<file path="src/hw/rtl/ihex_pkg.sv">
// ihex_pkg: shared types and codes for the hex record parser
// item structs for both channels, classified character, result and error codes
// no dependencies
package ihex_pkg;

    localparam int QUEUE_DEPTH = 4;

    typedef struct packed {
        logic       req_type;
        logic [7:0] character;
    } t_in_item;

    typedef struct packed {
        logic [1:0]  kind;
        logic [31:0] address;
        logic [7:0]  data_byte;
        logic [2:0]  error_code;
        logic [31:0] record_count;
        logic [31:0] start_address;
    } t_out_item;

    typedef struct packed {
        logic       restart;
        logic       colon;
        logic       cr;
        logic       lf;
        logic [3:0] nibble;
    } t_cls;

    localparam logic [1:0] KIND_DATA   = 2'd0;
    localparam logic [1:0] KIND_ACCEPT = 2'd1;
    localparam logic [1:0] KIND_EOF    = 2'd2;
    localparam logic [1:0] KIND_ERROR  = 2'd3;

    localparam logic [2:0] ERR_NONE      = 3'd0;
    localparam logic [2:0] ERR_START     = 3'd1;
    localparam logic [2:0] ERR_CHECKSUM  = 3'd2;
    localparam logic [2:0] ERR_LINE_END  = 3'd3;
    localparam logic [2:0] ERR_EOF_LEN   = 3'd4;
    localparam logic [2:0] ERR_SEG_LEN   = 3'd5;
    localparam logic [2:0] ERR_LIN_LEN   = 3'd6;
    localparam logic [2:0] ERR_BAD_TYPE  = 3'd7;

    localparam logic [7:0] REC_DATA      = 8'd0;
    localparam logic [7:0] REC_EOF       = 8'd1;
    localparam logic [7:0] REC_SEG_BASE  = 8'd2;
    localparam logic [7:0] REC_SEG_START = 8'd3;
    localparam logic [7:0] REC_LIN_BASE  = 8'd4;
    localparam logic [7:0] REC_LIN_START = 8'd5;

endpackage

</file>
<file path="src/hw/rtl/ihex_front.sv">
// ihex_front: accepts input items and classifies each character
// decodes the hex nibble and marks colon, cr, lf and restart
// depends on ihex_pkg
module ihex_front (
    input  logic              i_valid,
    input  ihex_pkg::t_in_item i_item,
    input  logic              i_queue_full,
    output logic              o_stall,
    output logic              o_push,
    output ihex_pkg::t_cls    o_cls
);

    localparam logic [7:0] CHAR_COLON = 8'h3A;
    localparam logic [7:0] CHAR_CR    = 8'h0D;
    localparam logic [7:0] CHAR_LF    = 8'h0A;
    localparam logic [7:0] CHAR_ZERO  = 8'd48;
    localparam logic [7:0] CHAR_NINE  = 8'd57;
    localparam logic [7:0] CHAR_UA    = 8'd65;
    localparam logic [7:0] CHAR_UF    = 8'd70;
    localparam logic [7:0] ALPHA_OFS  = 8'd55;

    logic [7:0] c;
    logic [7:0] diff;

    assign c       = i_item.character;
    assign o_stall = i_queue_full;
    assign o_push  = i_valid && !i_queue_full;

    always_comb begin
        diff = 8'd0;
        if (c >= CHAR_ZERO && c <= CHAR_NINE) begin
            diff = c - CHAR_ZERO;
        end else if (c >= CHAR_UA && c <= CHAR_UF) begin
            diff = c - ALPHA_OFS;
        end
        o_cls.restart = i_item.req_type;
        o_cls.colon   = (c == CHAR_COLON);
        o_cls.cr      = (c == CHAR_CR);
        o_cls.lf      = (c == CHAR_LF);
        o_cls.nibble  = diff[3:0];
    end

endmodule

</file>
<file path="src/hw/rtl/ihex_queue.sv">
// ihex_queue: short fifo of classified items between front and back
// register array with read and write pointers and a fill count
// depends on ihex_pkg
module ihex_queue #(
    parameter int DEPTH = ihex_pkg::QUEUE_DEPTH
) (
    input  logic           i_clk,
    input  logic           i_rst_n,
    input  logic           i_push,
    input  ihex_pkg::t_cls i_data,
    input  logic           i_pop,
    output logic           o_full,
    output logic           o_valid,
    output ihex_pkg::t_cls o_data
);

    localparam int PW = (DEPTH > 1) ? $clog2(DEPTH) : 1;
    localparam int CW = $clog2(DEPTH + 1);
    localparam logic [PW-1:0] LAST = PW'(DEPTH - 1);
    localparam logic [CW-1:0] FULL = CW'(DEPTH);

    ihex_pkg::t_cls r_mem [DEPTH];
    logic [PW-1:0]  r_wr;
    logic [PW-1:0]  r_rd;
    logic [CW-1:0]  r_count;
    logic           do_pop;

    assign o_full  = (r_count == FULL);
    assign o_valid = (r_count != '0);
    assign o_data  = r_mem[r_rd];
    assign do_pop  = i_pop && o_valid;

    always_ff @(posedge i_clk) begin
        if (i_push) begin
            r_mem[r_wr] <= i_data;
        end
    end

    always_ff @(posedge i_clk) begin
        if (!i_rst_n) begin
            r_wr    <= '0;
            r_rd    <= '0;
            r_count <= '0;
        end else begin
            if (i_push) begin
                r_wr <= (r_wr == LAST) ? '0 : r_wr + 1'b1;
            end
            if (do_pop) begin
                r_rd <= (r_rd == LAST) ? '0 : r_rd + 1'b1;
            end
            if (i_push && !do_pop) begin
                r_count <= r_count + 1'b1;
            end else if (!i_push && do_pop) begin
                r_count <= r_count - 1'b1;
            end
        end
    end

endmodule

</file>
<file path="src/hw/rtl/ihex_back.sv">
// ihex_back: record state machine, address extension and result register
// takes classified items from the queue, one per cycle while results drain
// depends on ihex_pkg
module ihex_back (
    input  logic                i_clk,
    input  logic                i_rst_n,
    input  logic                i_q_valid,
    input  ihex_pkg::t_cls      i_q_data,
    output logic                o_q_pop,
    output logic                o_valid,
    input  logic                i_stall,
    output ihex_pkg::t_out_item o_item
);

    typedef enum logic [3:0] {
        PH_COLON, PH_LENGTH, PH_ADDR_HI, PH_ADDR_LO, PH_TYPE,
        PH_DATA, PH_CHECK, PH_LINEEND, PH_LF
    } t_phase;

    t_phase      r_phase, n_phase;
    logic        r_pend, n_pend;
    logic [3:0]  r_high, n_high;
    logic [7:0]  r_len, n_len;
    logic [7:0]  r_idx, n_idx;
    logic [15:0] r_raddr, n_raddr;
    logic [7:0]  r_rkind, n_rkind;
    logic [7:0]  r_sum, n_sum;
    logic [31:0] r_hold, n_hold;
    logic [31:0] r_base, n_base;
    logic [31:0] r_entry, n_entry;
    logic [31:0] r_lines, n_lines;
    logic        r_halt, n_halt;

    logic                r_out_valid;
    ihex_pkg::t_out_item r_out;

    logic        go;
    logic        emit;
    logic [1:0]  e_kind;
    logic [31:0] e_addr;
    logic [7:0]  e_data;
    logic [2:0]  e_err;
    logic [7:0]  b;

    assign go      = i_q_valid && (!r_out_valid || !i_stall);
    assign o_q_pop = go;
    assign o_valid = r_out_valid;
    assign o_item  = r_out;
    assign b       = {r_high, i_q_data.nibble};

    always_comb begin
        n_phase = r_phase;
        n_pend  = r_pend;
        n_high  = r_high;
        n_len   = r_len;
        n_idx   = r_idx;
        n_raddr = r_raddr;
        n_rkind = r_rkind;
        n_sum   = r_sum;
        n_hold  = r_hold;
        n_base  = r_base;
        n_entry = r_entry;
        n_lines = r_lines;
        n_halt  = r_halt;
        emit    = 1'b0;
        e_kind  = ihex_pkg::KIND_ACCEPT;
        e_addr  = 32'd0;
        e_data  = 8'd0;
        e_err   = ihex_pkg::ERR_NONE;
        if (i_q_data.restart) begin
            n_phase = PH_COLON;
            n_pend  = 1'b0;
            n_high  = 4'd0;
            n_len   = 8'd0;
            n_idx   = 8'd0;
            n_raddr = 16'd0;
            n_rkind = 8'd0;
            n_sum   = 8'd0;
            n_hold  = 32'd0;
            n_base  = 32'd0;
            n_entry = 32'd0;
            n_lines = 32'd0;
            n_halt  = 1'b0;
        end else if (!r_halt) begin
            case (r_phase)
                PH_COLON: begin
                    if (i_q_data.colon) begin
                        n_pend  = 1'b0;
                        n_phase = PH_LENGTH;
                    end else begin
                        emit   = 1'b1;
                        e_kind = ihex_pkg::KIND_ERROR;
                        e_err  = ihex_pkg::ERR_START;
                    end
                end
                PH_LINEEND, PH_LF: begin
                    if (i_q_data.cr && r_phase == PH_LINEEND) begin
                        n_phase = PH_LF;
                    end else if (i_q_data.lf) begin
                        emit    = 1'b1;
                        n_phase = PH_COLON;
                        if (r_sum != 8'd0) begin
                            e_kind = ihex_pkg::KIND_ERROR;
                            e_err  = ihex_pkg::ERR_CHECKSUM;
                        end else begin
                            case (r_rkind)
                                ihex_pkg::REC_DATA: ;
                                ihex_pkg::REC_EOF: begin
                                    if (r_len != 8'd0) begin
                                        e_kind = ihex_pkg::KIND_ERROR;
                                        e_err  = ihex_pkg::ERR_EOF_LEN;
                                    end else begin
                                        e_kind = ihex_pkg::KIND_EOF;
                                    end
                                end
                                ihex_pkg::REC_SEG_BASE: begin
                                    if (r_len != 8'd2) begin
                                        e_kind = ihex_pkg::KIND_ERROR;
                                        e_err  = ihex_pkg::ERR_SEG_LEN;
                                    end else begin
                                        n_base = {12'd0, r_hold[15:0], 4'd0};
                                    end
                                end
                                ihex_pkg::REC_SEG_START, ihex_pkg::REC_LIN_START: begin
                                    n_entry = r_hold;
                                end
                                ihex_pkg::REC_LIN_BASE: begin
                                    if (r_len != 8'd2) begin
                                        e_kind = ihex_pkg::KIND_ERROR;
                                        e_err  = ihex_pkg::ERR_LIN_LEN;
                                    end else begin
                                        n_base = {r_hold[15:0], 16'd0};
                                    end
                                end
                                default: begin
                                    e_kind = ihex_pkg::KIND_ERROR;
                                    e_err  = ihex_pkg::ERR_BAD_TYPE;
                                end
                            endcase
                        end
                    end else begin
                        emit   = 1'b1;
                        e_kind = ihex_pkg::KIND_ERROR;
                        e_err  = ihex_pkg::ERR_LINE_END;
                    end
                end
                PH_LENGTH, PH_ADDR_HI, PH_ADDR_LO, PH_TYPE, PH_DATA, PH_CHECK: begin
                    if (!r_pend) begin
                        n_high = i_q_data.nibble;
                        n_pend = 1'b1;
                    end else begin
                        n_pend = 1'b0;
                        case (r_phase)
                            PH_LENGTH: begin
                                n_len   = b;
                                n_sum   = b;
                                n_idx   = 8'd0;
                                n_hold  = 32'd0;
                                n_phase = PH_ADDR_HI;
                            end
                            PH_ADDR_HI: begin
                                n_raddr = {b, 8'd0};
                                n_sum   = r_sum + b;
                                n_phase = PH_ADDR_LO;
                            end
                            PH_ADDR_LO: begin
                                n_raddr = {r_raddr[15:8], b};
                                n_sum   = r_sum + b;
                                n_phase = PH_TYPE;
                            end
                            PH_TYPE: begin
                                n_rkind = b;
                                n_sum   = r_sum + b;
                                n_phase = (r_len != 8'd0) ? PH_DATA : PH_CHECK;
                            end
                            PH_DATA: begin
                                n_sum  = r_sum + b;
                                n_hold = {r_hold[23:0], b};
                                n_idx  = r_idx + 8'd1;
                                if (n_idx == r_len) begin
                                    n_phase = PH_CHECK;
                                end
                                if (r_rkind == ihex_pkg::REC_DATA) begin
                                    emit   = 1'b1;
                                    e_kind = ihex_pkg::KIND_DATA;
                                    e_addr = r_base + {16'd0, r_raddr} + {24'd0, r_idx};
                                    e_data = b;
                                end
                            end
                            default: begin
                                n_sum   = r_sum + b;
                                n_lines = r_lines + 32'd1;
                                n_phase = PH_LINEEND;
                            end
                        endcase
                    end
                end
                default: begin
                    n_phase = PH_COLON;
                end
            endcase
            if (emit && (e_kind == ihex_pkg::KIND_ERROR || e_kind == ihex_pkg::KIND_EOF)) begin
                n_halt = 1'b1;
            end
        end
    end

    always_ff @(posedge i_clk) begin
        if (!i_rst_n) begin
            r_phase     <= PH_COLON;
            r_pend      <= 1'b0;
            r_high      <= 4'd0;
            r_len       <= 8'd0;
            r_idx       <= 8'd0;
            r_raddr     <= 16'd0;
            r_rkind     <= 8'd0;
            r_sum       <= 8'd0;
            r_hold      <= 32'd0;
            r_base      <= 32'd0;
            r_entry     <= 32'd0;
            r_lines     <= 32'd0;
            r_halt      <= 1'b0;
            r_out_valid <= 1'b0;
        end else begin
            if (go) begin
                r_phase <= n_phase;
                r_pend  <= n_pend;
                r_high  <= n_high;
                r_len   <= n_len;
                r_idx   <= n_idx;
                r_raddr <= n_raddr;
                r_rkind <= n_rkind;
                r_sum   <= n_sum;
                r_hold  <= n_hold;
                r_base  <= n_base;
                r_entry <= n_entry;
                r_lines <= n_lines;
                r_halt  <= n_halt;
            end
            if (!r_out_valid || !i_stall) begin
                r_out_valid <= go && emit;
            end
        end
    end

    always_ff @(posedge i_clk) begin
        if (go && emit) begin
            r_out.kind          <= e_kind;
            r_out.address       <= e_addr;
            r_out.data_byte     <= e_data;
            r_out.error_code    <= e_err;
            r_out.record_count  <= n_lines;
            r_out.start_address <= n_entry;
        end
    end

endmodule

</file>
<file path="src/hw/rtl/intel_hex_record_parser_top.sv">
// intel_hex_record_parser_top: hex record parser, one character per item
// front classifier, queue and back state machine; depends on ihex_pkg
//
// input channel: i_in_valid / o_in_stall carry one item of req_type and
// character; req_type 1 restarts the reader and gives no result.
// output channel: o_out_valid / i_out_stall carry zero or one result per
// item: provisional data bytes, record accepted, end of file or error.
// throughput: one item per cycle, sustained as long as results are taken.
// an item that gives a result is held in the queue, then in the result
// register, which raises o_out_valid; a stall can hold it in either
// (the queue, then the result register).
// after an error or end of file further characters give no result until
// a restart item.
// when the receiver stalls the result register holds, the back end stops,
// and the queue of QUEUE_DEPTH items fills before o_in_stall rises.
// reset: synchronous, active low; state clears as after a restart, the
// queue empties and no result is pending.
module intel_hex_record_parser_top #(
    parameter int QUEUE_DEPTH = ihex_pkg::QUEUE_DEPTH
) (
    input  logic                i_clk,
    input  logic                i_rst_n,
    input  logic                i_in_valid,
    output logic                o_in_stall,
    input  ihex_pkg::t_in_item  i_in_item,
    output logic                o_out_valid,
    input  logic                i_out_stall,
    output ihex_pkg::t_out_item o_out_item
);

    logic           push;
    logic           full;
    logic           q_valid;
    logic           q_pop;
    ihex_pkg::t_cls cls;
    ihex_pkg::t_cls q_data;

    ihex_front u_front (
        .i_valid      (i_in_valid),
        .i_item       (i_in_item),
        .i_queue_full (full),
        .o_stall      (o_in_stall),
        .o_push       (push),
        .o_cls        (cls)
    );

    ihex_queue #(
        .DEPTH (QUEUE_DEPTH)
    ) u_queue (
        .i_clk   (i_clk),
        .i_rst_n (i_rst_n),
        .i_push  (push),
        .i_data  (cls),
        .i_pop   (q_pop),
        .o_full  (full),
        .o_valid (q_valid),
        .o_data  (q_data)
    );

    ihex_back u_back (
        .i_clk     (i_clk),
        .i_rst_n   (i_rst_n),
        .i_q_valid (q_valid),
        .i_q_data  (q_data),
        .o_q_pop   (q_pop),
        .o_valid   (o_out_valid),
        .i_stall   (i_out_stall),
        .o_item    (o_out_item)
    );

endmodule
</file>
<file path="config.mk">
export PLATFORM = sky130hd
export DESIGN_NAME = intel_hex_record_parser_top
export DESIGN_NICKNAME = d
export VERILOG_FILES = /design/src/hw/rtl/ihex_pkg.sv /design/src/hw/rtl/ihex_front.sv /design/src/hw/rtl/ihex_queue.sv /design/src/hw/rtl/ihex_back.sv /design/src/hw/rtl/intel_hex_record_parser_top.sv
export SDC_FILE = /design/constraint.sdc
export NUM_CORES = 1
export LEC_CHECK = 0
export BUFFER_PORTS_ARGS = -buffer_cell sky130_fd_sc_hd__buf_4
export CAP_MARGIN = 5
export CORE_MARGIN = 2
export CORE_UTILIZATION = 50
export DETAILED_ROUTE_END_ITERATION = 10
export GPL_ROUTABILITY_DRIVEN = 0
export PLACE_DENSITY_LB_ADDON = 0.08
export SYNTH_ARGS = -nofsm -noshare
export SYNTH_HDL_FRONTEND = slang
export SYNTH_SLANG_ARGS = --single-unit
</file>
<file path="constraint.sdc">
create_clock -name i_clk -period 14.9 [get_ports i_clk]
set_input_delay 2.235 -clock i_clk [delete_from_list [all_inputs] [get_ports i_clk]]
set_output_delay 2.235 -clock i_clk [all_outputs]
set_load 0.01 [all_outputs]
</file>
---- After elaboration in Yosys (flattened, before gate mapping) ----
Memory sizes are Yosys's and may differ from the RTL's. A register that Yosys moved wholly into a read port is not among the register bits.
Index checks and enable logic that the tools add are counted.
word-level totals
  register bits ........................... 303
  bits in writable memories ............... 32
  input bits .............................. 13
  output and inout bits ................... 111
  logic and storage cells ................. 245
  memories ................................ 1
memories
  memory         words  bits a word  read ports  clocked after Yosys merged registers in  wr ports  line              text
  u_queue.r_mem  4      8            1           1                                        1         ihex_queue.sv:22  ihex_pkg::t_cls r_mem [DEPTH];
operators by class
  add/sub/neg operators ................... 11
  $lt $le $gt $ge ......................... 4
  equal/unequal tests ..................... 34
  mux-type cells .......................... 115
  bitwise operators ....................... 4
  reduce and logical (&&, ||, !) cells .... 52
operators with widths
  operator               number
  $mux 32                24
  $mux 8                 19
  $pmux 32 s2            2
  $mux 16                4
  $mux 4                 13
  $add 32x1->32 const B  1
  $add 32x16->32         1
  $add 32x8->32          1
  $pmux 16 s2            1
  $mux 2                 14
  $mux 3                 8
  $mux 1                 21
  $pmux 4 s5             1
  $reduce_and 5->1       4
  $eq 4x3->1 const B     4
  $eq 8x2->1 const B     2
  $eq 8x3->1 const B     2
  $eq 8x4->1 const B     2
  $pmux 8 s2             1
  $reduce_bool 2->1      8
  $reduce_bool 8->1      2
  $reduce_bool 3->1      5
  $pmux 2 s3             2
  $pmux 3 s4             1
  other kinds (41)       77

---- Depth between registers and ports, before layout ----
  depth after elaboration ................. 15
  depth in mapped cells ................... 13
  mapped depth without buffers ............ 12

---- Cells and area by module ----
Synthesis repeated with hierarchy kept, for this count alone.
unflattened totals
  cell total of the unflattened synthesis .. 1679
  area total of the unflattened synthesis .. 16318.2 um^2
modules (own cells, without submodules)
  module      instances  cells each  area an instance (um^2)  seq. area each (um^2)
  ihex_back   1          1558        14446.4                  6936.7
  ihex_queue  1          88          1630.3                   1141.1
  ihex_front  1          33          241.5                    0.0

---- Worst setup path after synthesis ----
Ideal clock, no wire load.
  path kind ............................... input -> register
  start point ............................. in i_out_stall
  end point ............................... reg u_back.r_out, in the netlist u_back.o_item[0], enable pin
  setup time .............................. 775 ps
  arrival time ............................ 11129 ps
  data required time ...................... 14125 ps
  slack ................................... 2996 ps
  stages on the path ...................... 5
  buffers on the path ..................... 1
  cell sequence ........................... nand2_1 o31a_1 clkbuf_1 inv_1 a311oi_1
between the ends
  word-level cells in the longest chain between the ends .. 4
RTL lines
  what               line                               text
  start, declared    intel_hex_record_parser_top.sv:27  input logic i_out_stall,
  $logic_not 1->1    ihex_back.sv:45                    assign go = i_q_valid && (!r_out_valid || !i_stall);
  $logic_or 1x1->1   ihex_back.sv:45
  $logic_and 1x1->1  ihex_back.sv:45
  $logic_and 1x1->1  ihex_back.sv:247                   if (go && emit) begin
  end, declared      ihex_back.sv:35                    ihex_pkg::t_out_item r_out;
No other way between the ends.
A chain may end at the register's enable or synchronous reset.

==> report_table.html <==
<table>
<tr><th>Metric</th><th>Value</th></tr>
<tr><th colspan="2">Status</th></tr>
<tr><td>Outcome</td><td>finished, final reports clean</td></tr>
<tr><th colspan="2">Synth</th></tr>
<tr><td>Number of enable-type register cells in the synthesized netlist</td><td>141</td></tr>
<tr><td>Proportion of register bits with asynchronous set or reset after synthesis</td><td>0%</td></tr>
<tr><td>Most area-hungry cell type in the Yosys netlist</td><td>edfxtp_1</td></tr>
<tr><td>Register area share after synthesis</td><td>52.4%</td></tr>
<tr><td>Flip-flop and latch count after synthesis</td><td>333</td></tr>
<tr><td>Main flop type after synthesis</td><td>dfxtp_1</td></tr>
<tr><td>Post-Synthesis Mean Instance Area</td><td>9.72 um2</td></tr>
<tr><td>Largest cells by area after synthesis</td><td>edfxtp_1 27%, dfxtp_1 25%, nor2_1 5.1%</td></tr>
<tr><td>Post-Syn Instances</td><td>1587</td></tr>
<tr><td>Warnings, synthesis</td><td>0</td></tr>
<tr><td>Syn_nets</td><td>1654</td></tr>
<tr><td>Synth unique cells</td><td>74</td></tr>
<tr><td>Post-synthesis instance area</td><td>0.0154 mm2</td></tr>
<tr><td>Proportion of netlist area held by the largest area contributor</td><td>27.5%</td></tr>
<tr><th colspan="2">Floorplanning</th></tr>
<tr><td>Number of rows in the core area</td><td>64</td></tr>
<tr><td>Starting Density</td><td>50.5%</td></tr>
<tr><td>DIE WIDTH</td><td>180 um</td></tr>
<tr><td>Die outline area</td><td>0.0323 mm2</td></tr>
<tr><td>Total I/O pin count</td><td>124</td></tr>
<tr><td>Height of the die</td><td>180 um</td></tr>
<tr><td>Area of the core region</td><td>0.0305 mm2</td></tr>
<tr><th colspan="2">Clocking</th></tr>
<tr><td>Number of buffers inserted by post-CTS setup repair</td><td>0</td></tr>
<tr><td>Clock Root Buffer</td><td>clkbuf_16</td></tr>
<tr><td>Number of sinks on the clock net</td><td>333</td></tr>
<tr><td>Max clock buf depth</td><td>3</td></tr>
<tr><td>Cells resized by post-CTS repair</td><td>0</td></tr>
<tr><td>Hold bufs inserted after CTS</td><td>0</td></tr>
<tr><td>TritonCTS Buffers</td><td>36</td></tr>
<tr><td>CTS H-tree depth</td><td>2</td></tr>
<tr><td>Clock latency reported for the late side of the worst-skew pair</td><td>530 ps</td></tr>
<tr><td>TritonCTS clock tree</td><td>done</td></tr>
<tr><td>Clock transition time at the flip-flop clock pins of the worst setup and hold paths</td><td>60 ps</td></tr>
<tr><th colspan="2">Hold path</th></tr>
<tr><td>Hold WC Path Type</td><td>reg2reg</td></tr>
<tr><th colspan="2">STA</th></tr>
<tr><td>Setup violation total in the final timing report</td><td>0</td></tr>
<tr><td>Transition time of the tightest slew-check pin</td><td>1220 ps</td></tr>
<tr><td>Fin. max-slew vios</td><td>0</td></tr>
<tr><td>Setup total negative slack</td><td>0 ps</td></tr>
<tr><td>Final hold violations</td><td>0</td></tr>
<tr><td>Unrepaired setup endpoints after global routing</td><td>no</td></tr>
<tr><td>Shortest period the worst path allows</td><td>4740 ps</td></tr>
<tr><td>Worst clock skew</td><td>18.6 ps</td></tr>
<tr><td>Period Utilization, post-route</td><td>31.8%</td></tr>
<tr><td>Highest Clock Rate</td><td>211 MHz</td></tr>
<tr><td>Max-slew headroom</td><td>18.7%</td></tr>
<tr><th colspan="2">Final layout</th></tr>
<tr><td>Area delta synth-&gt;final</td><td>14.9%</td></tr>
<tr><td>Number of diodes added for antenna fixing</td><td>0</td></tr>
<tr><td>Final layout net count</td><td>1737</td></tr>
<tr><td>Layout cells sized above 1</td><td>13.0%</td></tr>
<tr><th colspan="2">GRT</th></tr>
<tr><td>Vias in the first global route</td><td>11193</td></tr>
<tr><td>Number of antenna violations at the first check in global routing</td><td>2</td></tr>
<tr><td>Remaining global-route overflow</td><td>0</td></tr>
<tr><td>Largest net degree at the start of global routing</td><td>82</td></tr>
<tr><td>Global-route wire length before repair</td><td>59300 um</td></tr>
<tr><td>Overall fraction of global-route tracks in use</td><td>22.2%</td></tr>
<tr><th colspan="2">Power</th></tr>
<tr><td>Leakage power</td><td>6.43 nW</td></tr>
<tr><td>Overall power of the completed layout</td><td>0.00272 W</td></tr>
<tr><td>Peak VDD IR</td><td>0.130 mV</td></tr>
<tr><td>PD cells</td><td>154 mW/mm2</td></tr>
<tr><th colspan="2">Routing</th></tr>
<tr><td>Total length of routed wires</td><td>36200 um</td></tr>
<tr><td>Routed wire length per instance</td><td>17.3 um</td></tr>
<tr><td>Total number of vias</td><td>11948</td></tr>
<tr><td>Total iterations of the first detailed-routing run</td><td>5</td></tr>
<tr><td>Starting DRC count in detailed routing</td><td>814</td></tr>
<tr><td>Post-DR vias/cell</td><td>5.71</td></tr>
<tr><td>Final ANT Viol Nets</td><td>0</td></tr>
<tr><td>Count of unresolved DRC violations after routing</td><td>0</td></tr>
<tr><th colspan="2">Critical path</th></tr>
<tr><td>Category of the most critical setup path</td><td>in2reg</td></tr>
<tr><td>Highest fanout seen on the critical path</td><td>42</td></tr>
<tr><td>Required time worst endpoint</td><td>15370 ps</td></tr>
<tr><td>Setup crit start kind</td><td>input pin</td></tr>
<tr><td>Arrival time at the worst endpoint</td><td>5210 ps</td></tr>
<tr><td>CP endpoint kind</td><td>flop</td></tr>
<tr><th colspan="2">Placement</th></tr>
<tr><td>I/O Buffers</td><td>123</td></tr>
<tr><td>HPWL reported at the end of detailed placement</td><td>24100 um</td></tr>
<tr><th colspan="2">Flow run</th></tr>
<tr><td>Max capacitance violation total</td><td>0</td></tr>
</table>
report_power, final:
| group | switching, W | internal (W) | leakage, nW | total (W) |
|---|---|---|---|---|
| registers | 0.0000606 | 0.00107 | 2.85 | 0.00113 |
| clock network | 0.000362 | 0.000509 | 0.570 | 0.000871 |
| logic | 0.000491 | 0.000229 | 3.01 | 0.000720 |
cell type report:
| cell class | instances | area [um2] |
|---|---|---|
| tap | 396 | 495 |
| timing repair buffer | 137 | 1030 |
| inverter | 18 | 68.8 |
| fill | 2689 | 12800 |
| multi-input combinational | 1144 | 6890 |
| clock inverter | 20 | 206 |
| sequential | 333 | 8080 |
| clock buffer | 46 | 952 |
worst max-delay path, cell delays in order:
cell and delay [ps]:
buf_4 380, clkinv_2 580, nor2_1 650, and4_1 1070, a22o_1 250
per-layer routing:
| metal | global-route usage, % | vias up | part of all wire [%] |
|---|---|---|---|
| met5 | 0 | - | 0.075 |
| met4 | 5.76 | 4 | 1.9 |
| met3 | 3.91 | 59 | 5.7 |
| met2 | 37.3 | 317 | 47 |
| met1 | 29.6 | 5734 | 45 |
| li1 | - | 5834 | - |
Yosys cell counts (all sizes together) (32+ instances only):
cell type  instances
a21oi            120
dfxtp            192
nand2            199
edfxtp           141
buf               38
xor2              48
ha                47
o21ai             76
nand3             87
clkbuf            54
nor2             211
a22o              32
a22oi             44
nor3              41
logic make-up (layout without fill, tap and decap cells):
family | after synthesis | after routing | share of synthesized area (%)
simple gates | 644 | 644 | 19.2
compound gates | 345 | 345 | 14.0
flops | 333 | 333 | 52.4
buf+inv | 110 | 221 | 3.12
xor+xnor | 78 | 78 | 4.43
fa+ha+maj | 55 | 55 | 4.79
mux | 22 | 22 | 2.00
flip-flops by register name (all words and copies together) (netlist names), named ones only:
register	flops
u_back.o_item	109
u_back.o_valid	1
u_back.r_base	28
u_back.r_entry	32
u_back.r_halt	1
u_back.r_high	4
u_back.r_hold	32
u_back.r_idx	8
u_back.r_len	8
u_back.r_lines	32
u_back.r_pend	1
u_back.r_phase	4
u_back.r_raddr	16
u_back.r_rkind	8
u_back.r_sum	8
u_queue.r_count	3
u_queue.r_mem	32
u_queue.r_rd	2
u_queue.r_wr	2
path summary, 6_finish.rpt:
path                            slack, ps         startpoint            endpoint  cells past startpoint
worst max register to register      10890               flop  u_back.r_entry[16]                      6
worst min-delay path                  460  u_back.r_raddr[1]   u_back.r_raddr[1]                      2
worst min register to register        460  u_back.r_raddr[1]   u_back.r_raddr[1]                      2
worst max-delay path                10160            i_rst_n  u_back.r_entry[16]                      5
cell usage in the layout (no fill, tap or decap), types with 6 or more instances in the layout:
cell type,n
nand3_1,86
nand4_1,6
a21oi_1,118
clkbuf_1,8
nor3_1,38
and3_1,17
a21o_1,17
nand3b_1,6
fa_1,7
nor2_1,210
ha_1,47
dfxtp_1,192
nor4_1,7
o21ai_0,47
a22oi_1,44
mux4_2,7
inv_1,17
a31oi_1,13
and2_1,23
buf_4,137
mux2i_1,13
xor2_1,48
nor2b_1,8
o21ai_1,29
and4_1,8
edfxtp_1,141
xnor2_1,30
nand2_1,198
clkbuf_16,36
nand2b_1,7
o21bai_1,6
clkinv_2,10
a22o_1,32
per-stage QoR:
step	setup WS, ps	instance area (um2)	cells	util, %	hold slack (ps)
finish	10160	17700	2094	58.1	462
global route	9880	17700	2094	58.1	493
CTS	10170	17700	2094	58.1	466
detailed placement	9620	16600	2028	54.3	457
global placement	9660	16600	2028	54.3	452
floorplan	3000	15400	1587	-	436
Note: power is estimated with default switching activity, not from simulation.
